$ cat config.mk
export PLATFORM = sky130hd
export DESIGN_NAME = ieee_single_to_pdp11_float
export DESIGN_NICKNAME = d
export VERILOG_FILES = /design/src/hw/rtl/i2p_pkg.sv /design/src/hw/rtl/ieee_single_to_pdp11_float.sv /design/src/hw/rtl/i2p_lzc.sv
export SDC_FILE = /design/constraint.sdc
export NUM_CORES = 1
export LEC_CHECK = 0
export BUFFER_PORTS_ARGS = -buffer_cell sky130_fd_sc_hd__clkbuf_2
export CAP_MARGIN = 25
export CELL_PAD_IN_SITES_DETAIL_PLACEMENT = 0
export CELL_PAD_IN_SITES_GLOBAL_PLACEMENT = 1
export CORE_ASPECT_RATIO = 0.7
export CORE_UTILIZATION = 44
export CTS_BUF_LIST = sky130_fd_sc_hd__clkbuf_4 sky130_fd_sc_hd__clkbuf_8
export DETAILED_ROUTE_END_ITERATION = 8
export GPL_TIMING_DRIVEN = 0
export PLACE_DENSITY = 0.74
export SLEW_MARGIN = 20
export SYNTH_ARGS = -nofsm -noshare
export SYNTH_HDL_FRONTEND = slang
export SYNTH_SLANG_ARGS = --single-unit
export TNS_END_PERCENT = 30
$ cat constraint.sdc
create_clock -name i_clk -period 3.5 [get_ports i_clk]
set_input_delay 0.175 -clock i_clk [delete_from_list [all_inputs] [get_ports i_clk]]
set_output_delay 0.175 -clock i_clk [all_outputs]
set_load 0.02 [all_outputs]
$ cat src/hw/rtl/i2p_pkg.sv
// shared types and constants for the ieee single to pdp-11 f-format converter
// no dependencies
package i2p_pkg;

    localparam int FracBits     = 23;
    localparam int ExpBits      = 8;
    localparam int LzBits       = 5;
    localparam int ExBits       = 10;
    localparam int Rebias       = 2;
    localparam int PdpBias      = 128;
    localparam int PdpExpMax    = 2 * PdpBias - 1;
    localparam int InDataBits   = 32;
    localparam int OutDataBits  = 32;
    localparam int OutUserBits  = 4;

    typedef enum logic [2:0] {
        ST_NORMAL    = 3'd0,
        ST_ZERO      = 3'd1,
        ST_INFNAN    = 3'd2,
        ST_UNDERFLOW = 3'd3,
        ST_OVERFLOW  = 3'd4
    } t_status;

endpackage

$ cat src/hw/rtl/ieee_single_to_pdp11_float.sv
// top level of the ieee single to pdp-11 f-format converter
// depends on i2p_pkg and i2p_lzc
//
// Takes one IEEE 754 single word per item and gives the PDP-11 F-format
// double word with an exactness flag and a status code. The converter is a
// three-stage pipeline (decode with leading-zero count, normalise and rebias,
// range check and pack into the output register); it accepts one word per
// clock and each word taken passes through the decode, normalise and output
// registers in turn. The whole pipeline holds while a finished result waits on
// i_m_tready, so throughput is one item per cycle whenever the output side
// keeps up.
module ieee_single_to_pdp11_float (
    input  logic                              i_clk,
    input  logic                              i_rst_n,
    input  logic                              i_s_tvalid,
    output logic                              o_s_tready,
    input  logic [i2p_pkg::InDataBits-1:0]    i_s_tdata,   // [31:0] ieee_word
    output logic                              o_m_tvalid,
    input  logic                              i_m_tready,
    output logic [i2p_pkg::OutDataBits-1:0]   o_m_tdata,   // [15:0] high_word, [31:16] low_word
    output logic [i2p_pkg::OutUserBits-1:0]   o_m_tuser    // [0] exact_ok, [3:1] status
);

    localparam int Fb = i2p_pkg::FracBits;
    localparam int Eb = i2p_pkg::ExpBits;
    localparam int Xb = i2p_pkg::ExBits;

    logic w_en;
    logic [i2p_pkg::LzBits-1:0] w_lz;

    // stage 1: decode
    logic              r_v1;
    logic              r_s1_sign;
    logic [Eb-1:0]     r_s1_exp;
    logic [Fb-1:0]     r_s1_frac;
    logic [i2p_pkg::LzBits-1:0] r_s1_lz;
    i2p_pkg::t_status  r_s1_cls;
    i2p_pkg::t_status  n_s1_cls;

    // stage 2: normalise and rebias
    logic              r_v2;
    logic              r_s2_sign;
    logic signed [Xb-1:0] r_s2_ex;
    logic [Fb-1:0]     r_s2_frac;
    i2p_pkg::t_status  r_s2_cls;
    logic signed [Xb-1:0] n_s2_ex;
    logic [Fb-1:0]     n_s2_frac;
    logic [Fb-1:0]     w_shifted;

    // stage 3: output register
    logic              r_o_tvalid;
    logic [15:0]       r_o_high;
    logic [15:0]       r_o_low;
    logic              r_o_ok;
    i2p_pkg::t_status  r_o_status;
    logic [15:0]       n_o_high;
    logic [15:0]       n_o_low;
    logic              n_o_ok;
    i2p_pkg::t_status  n_o_status;

    assign w_en       = !r_o_tvalid || i_m_tready;
    assign o_s_tready = w_en;

    i2p_lzc u_lzc (
        .i_frac  (i_s_tdata[Fb-1:0]),
        .o_count (w_lz)
    );

    always_comb begin
        if (i_s_tdata[30:0] == 31'd0) begin
            n_s1_cls = i2p_pkg::ST_ZERO;
        end else if (i_s_tdata[30:23] == {Eb{1'b1}}) begin
            n_s1_cls = i2p_pkg::ST_INFNAN;
        end else begin
            n_s1_cls = i2p_pkg::ST_NORMAL;
        end
    end

    always_ff @(posedge i_clk) begin
        if (!i_rst_n) begin
            r_v1 <= 1'b0;
        end else if (w_en) begin
            r_v1 <= i_s_tvalid;
        end
    end

    always_ff @(posedge i_clk) begin
        if (w_en) begin
            r_s1_sign <= i_s_tdata[31];
            r_s1_exp  <= i_s_tdata[30:23];
            r_s1_frac <= i_s_tdata[Fb-1:0];
            r_s1_lz   <= w_lz;
            r_s1_cls  <= n_s1_cls;
        end
    end

    // leading one lands on the hidden bit and drops out
    assign w_shifted = Fb'({r_s1_frac, 1'b0} << r_s1_lz);

    always_comb begin
        if (r_s1_exp == '0) begin
            n_s2_ex   = Xb'(signed'(i2p_pkg::Rebias))
                        - signed'({{(Xb-i2p_pkg::LzBits){1'b0}}, r_s1_lz});
            n_s2_frac = w_shifted;
        end else begin
            n_s2_ex   = signed'({{(Xb-Eb){1'b0}}, r_s1_exp}) + Xb'(signed'(i2p_pkg::Rebias));
            n_s2_frac = r_s1_frac;
        end
    end

    always_ff @(posedge i_clk) begin
        if (!i_rst_n) begin
            r_v2 <= 1'b0;
        end else if (w_en) begin
            r_v2 <= r_v1;
        end
    end

    always_ff @(posedge i_clk) begin
        if (w_en) begin
            r_s2_sign <= r_s1_sign;
            r_s2_ex   <= n_s2_ex;
            r_s2_frac <= n_s2_frac;
            r_s2_cls  <= r_s1_cls;
        end
    end

    always_comb begin
        n_o_high   = 16'd0;
        n_o_low    = 16'd0;
        n_o_ok     = 1'b0;
        n_o_status = r_s2_cls;
        case (r_s2_cls)
            i2p_pkg::ST_ZERO: begin
                n_o_ok = 1'b1;
            end
            i2p_pkg::ST_INFNAN: begin
                n_o_high = {r_s2_sign, {Eb{1'b1}}, 7'd0};
            end
            default: begin
                if (r_s2_ex <= Xb'(signed'(0))) begin
                    n_o_status = i2p_pkg::ST_UNDERFLOW;
                end else if (r_s2_ex > Xb'(signed'(i2p_pkg::PdpExpMax))) begin
                    n_o_status = i2p_pkg::ST_OVERFLOW;
                    n_o_high   = {r_s2_sign, 15'h7FFF};
                    n_o_low    = 16'hFFFF;
                end else begin
                    n_o_status = i2p_pkg::ST_NORMAL;
                    n_o_ok     = 1'b1;
                    n_o_high   = {r_s2_sign, r_s2_ex[Eb-1:0], r_s2_frac[Fb-1:16]};
                    n_o_low    = r_s2_frac[15:0];
                end
            end
        endcase
    end

    always_ff @(posedge i_clk) begin
        if (!i_rst_n) begin
            r_o_tvalid <= 1'b0;
        end else if (w_en) begin
            r_o_tvalid <= r_v2;
        end
    end

    always_ff @(posedge i_clk) begin
        if (w_en) begin
            r_o_high   <= n_o_high;
            r_o_low    <= n_o_low;
            r_o_ok     <= n_o_ok;
            r_o_status <= n_o_status;
        end
    end

    assign o_m_tvalid = r_o_tvalid;
    assign o_m_tdata  = {r_o_low, r_o_high};
    assign o_m_tuser  = {r_o_status, r_o_ok};

    // exactness flag agrees with the status code
    a_ok_matches_status: assert property (@(posedge i_clk) disable iff (!i_rst_n)
        o_m_tvalid |-> (o_m_tuser[0] ==
            ((r_o_status == i2p_pkg::ST_NORMAL) || (r_o_status == i2p_pkg::ST_ZERO))))
        else $error("exact_ok inconsistent with status");

    // zero and underflow results carry all-zero words
    a_zero_words: assert property (@(posedge i_clk) disable iff (!i_rst_n)
        (o_m_tvalid && ((r_o_status == i2p_pkg::ST_ZERO) ||
                        (r_o_status == i2p_pkg::ST_UNDERFLOW))) |-> (o_m_tdata == 32'd0))
        else $error("zero or underflow result with non-zero words");

    // an item inside the pipeline survives a stall
    a_stage_holds: assert property (@(posedge i_clk) disable iff (!i_rst_n)
        (!w_en && (r_v1 || r_v2)) |=> (r_v1 == $past(r_v1)) && (r_v2 == $past(r_v2)))
        else $error("pipeline item lost during stall");

    // a normal result never carries a zero exponent
    a_normal_exp: assert property (@(posedge i_clk) disable iff (!i_rst_n)
        (o_m_tvalid && (r_o_status == i2p_pkg::ST_NORMAL)) |-> (r_o_high[14:7] != 8'd0))
        else $error("normal result with zero exponent");

endmodule

$ cat src/hw/rtl/i2p_lzc.sv
// leading-zero counter over the single-precision fraction field
// depends on i2p_pkg
module i2p_lzc (
    input  logic [i2p_pkg::FracBits-1:0] i_frac,
    output logic [i2p_pkg::LzBits-1:0]   o_count
);

    always_comb begin
        o_count = i2p_pkg::LzBits'(i2p_pkg::FracBits);
        for (int i = 0; i < i2p_pkg::FracBits; i++) begin
            if (i_frac[i]) begin
                o_count = i2p_pkg::LzBits'(i2p_pkg::FracBits - 1 - i);
            end
        end
    end

endmodule

==> results.md <==
- Synth Area in Simple Gates: 0.110
- Rel. slew slack: 0.425
- Worst min-delay path category: input pin to flip-flop
- Cells on worst reg2reg path: 7
- Failing checks: design-rule violations
- Antenna cells: 0
- RePlAce Congestion: 0.914
- Main combinational cell family by area after synthesis: compound AO/OA/AOI/OAI gates
- Routed WL: 13100 um
- Synthesis-to-layout area growth: 23.1%
- Async set-reset flop share out of synthesis: 0
- Predominant post-synthesis flop cell: edfxtp_1
- EDFF count, synth: 111
- Yosys cell types: 57
- Max FO, Critical Path: 10
- Register area share after synthesis: 0.606
- Gr ovfl total: 0
- Compound-cell area share of the yosys netlist: 0.122
- H-Tree Depth: 4
- Core footprint: 12400 um^2
- Top delay family on crit path: compound AO/OA/AOI/OAI gates
- Reg2reg start: r_s1_lz[1]
- Pin count of the biggest net entering global routing: 59
- CTS tree: done
- Adder-cell share of the synthesized area: 0.00894
- CP endpoint kind: flip-flop
- Worst vdd ir: 0.309 mV
- Num ports: 74
- DRC: 1
- Post-synthesis mux area share: 0.108
- Area of the mapped netlist: 5600 um^2
- Worst-case hold path end point: r_v1
- Cell count after synthesis: 437
- Startpoint Class: flip-flop
- RSZ-0062 raised after global routing: no
- #FFs+latches synth: 114
- Pwr/cell area: 489 nW/um^2
- Mapped Nets: 477
- Dpl hpwl: 9570 um
- Critical Path, Cell by Cell: buf_2, buf_2, nor2b_1, a22oi_1, o21ai_1, a311oi_1, o21ai_1
- Share of layout cells above drive strength 1: 0.230
- Placed cells: 673
- Clk Latency, worst-skew pair: 0.41 ns
- Post-CTS sizing: 0
- Max Transition Viols Final: 0
- Synth warnings: 0
- WS Path Type: flip-flop to flip-flop
- Outcome: finished with violations
- GRT Overall Usage: 0.210
- Number of CTS-inserted buffers: 17
- Wire per inst: 17.8 um
- Die Area: 13200 um^2
- Final net count: 603
- Area contributors post-synth: edfxtp_1, mux2i_1, mux4_2, a21o_1, nand2_1
- WHS Path Cells: 3
- Clock Skew: 0.0118 ns
- Critical Path RT: 3.64 ns
- Post-route setup TNS: 0 ns
- # port buffers: 73
- First-pass GRT wire length: 20000 um
- Fmax: 441 MHz
- Via count: 3944
- Initial detailed-routing violation count: 231
- Starting Density: 0.451
- Hold Path Origin: i_s_tvalid
- Setup Buffers After CTS: 0
- Leak Pwr: 2.86 nW
- Die width: 137 um
- RR Endpoint: r_s2_frac[19]
- Vias in the first global route: 3646
- Final period util: 0.648
- Fin. Hold Viols: 0
- Crit-path max cell delay: 0.40 ns
- Least-Margin Pin Slew: 0.856 ns
- Sink Count: 114
- CP Buf/Inv Count: 2
- Antenna Nets Post-Route: 0
- Drt pass-1 iters: 6
- Count leader, synth: edfxtp_1
- Final setup fails: 0
- Top cell type by total area after synthesis: edfxtp_1
- Most frequent cells after synthesis: edfxtp_1, nand2_1, nor2_1
- Final min period: 2.27 ns
- Std cell rows: 34
- Crit path DAT: 2.41 ns
- Max_cap viols: 0
- XOR/XNOR Fraction of Synth Area: 0.0109
- Clock transition at path regs: 0.07 ns
- Fin cells: 736
- Root Driver: clkbuf_8
- Top-area cell type share of the netlist area: 0.595
- Die H: 96.4 um
- Reg2Reg Setup Slack: 1.23 ns
- Initial antenna violation count: 0
- Vias per cell: 5.36
- Avg Inst Size Synth: 12.8 um^2
- Critical path's slowest cell: edfxtp_1
- Max Buffers Root-to-Sink: 2
[stage by stage]
| stage | hold slack, ns | worst slack, ns | util | total power, mW | cell area (um^2) |
|---|---|---|---|---|---|
| 2_1_floorplan | 0.274 | 1.16 | - | 2.06 | 5600 |
| 3_3_place_gp | 0.351 | 0.727 | 0.497 | 2.24 | 6170 |
| 3_5_place_dp | 0.354 | 1.23 | 0.499 | 2.24 | 6200 |
| 4_1_cts | 0.00325 | 1.22 | 0.555 | 3.40 | 6890 |
| 5_1_grt | 0.0394 | 1.06 | 0.555 | 3.52 | 6890 |
| 6_report | 0.0270 | 1.23 | 0.555 | 3.37 | 6890 |
[layout make-up]
type / instances / area [um^2]
repair buffers: 107 / 723
clock buffers: 18 / 241
inverters: 12 / 45.0
flip-flops and latches: 114 / 3390
plain buffers: 25 / 139
fillers: 1071 / 5530
well taps: 162 / 203
multi-input cells: 286 / 2030
clock inverters: 12 / 119
[flip-flops by register name, indices dropped and copies added, names as in the netlist, 2 cells and up]
register / cells
r_s2_ex: 10
r_s1_frac: 23
r_s1_exp: 8
r_s2_cls: 2
r_s1_cls: 2
r_s2_frac: 23
r_o_high: 16
r_o_status: 3
r_o_low: 16
r_s1_lz: 5
[worst max-delay path by stage]
stage                            from       endpoint  slack [ns]  depth (start not counted)
final                      r_s1_lz[1]  r_s2_frac[19]        1.23                          7
after global routing      r_s2_cls[0]   r_o_high[12]        1.06                          7
after CTS                 r_s2_cls[0]     r_o_low[1]        1.22                          6
after detailed placement   r_s1_lz[1]  r_s2_frac[19]        1.23                          7
after global placement     i_m_tready     o_s_tready        0.73                          3
after floorplan            o_m_tvalid           r_v1        1.16                          3
[power breakdown]
group | switching, mW | total, mW | internal [mW] | leakage, nW
Sequential | 0.0654 | 1.70 | 1.64 | 1.22
Combinational | 0.309 | 0.544 | 0.235 | 1.46
Clock | 0.505 | 1.13 | 0.621 | 0.178
Total | 0.879 | 3.37 | 2.49 | 2.86
[logic make-up after synthesis]
kind of cell,count (synthesis)
compound gates,99
xor+xnor,7
fa+ha+maj,4
buf+inv,37
flops,114
mux,45
simple gates,131
[cells in the final DEF, fill, tap and decap left out, types with 4 or more instances in the layout]
cell type / synthesis / final
edfxtp_1: 111 / 111
clkbuf_2: 0 / 73
nand2_1: 48 / 48
dlygate4sd3_1: 0 / 33
nor2_1: 26 / 26
a21o_1: 25 / 25
mux2i_1: 25 / 25
clkbuf_8: 0 / 17
clkbuf_1: 14 / 14
a21oi_1: 12 / 12
o21ai_1: 11 / 11
inv_1: 11 / 11
o21ai_0: 11 / 11
nor3_1: 10 / 10
mux4_2: 10 / 10
nor4_1: 9 / 9
nand3_1: 7 / 7
nor2b_1: 7 / 7
nand2b_1: 8 / 7
nand4_1: 6 / 6
mux2_2: 6 / 6
and2_1: 4 / 4
xnor2_1: 4 / 4
o22a_1: 4 / 4
a22o_1: 4 / 4
ha_1: 4 / 4
clkinv_2: 0 / 4
[worst register-to-register path, cell delays in order (launching register included)]
cell	delay (ns)
edfxtp_1	0.40
buf_2	0.20
buf_2	0.22
nor2b_1	0.22
a22oi_1	0.40
o21ai_1	0.10
a311oi_1	0.35
o21ai_1	0.11
[layer usage]
layer	up-vias	GRT usage	routed length, um	share of wire
met1	1895	0.314	6780	0.52
li1	1933	-	-	-
met3	2	0.0433	605	0.046
met2	114	0.307	5710	0.44
met4	0	0.0614	21	0.0016
met5	-	0	0	0
[timing repair]
action	CTS	global route
endpoints found under the setup margin	0	0
hold buffers	33	0
hold endpoints to repair	35	0
(Power assumes the default switching activity.)
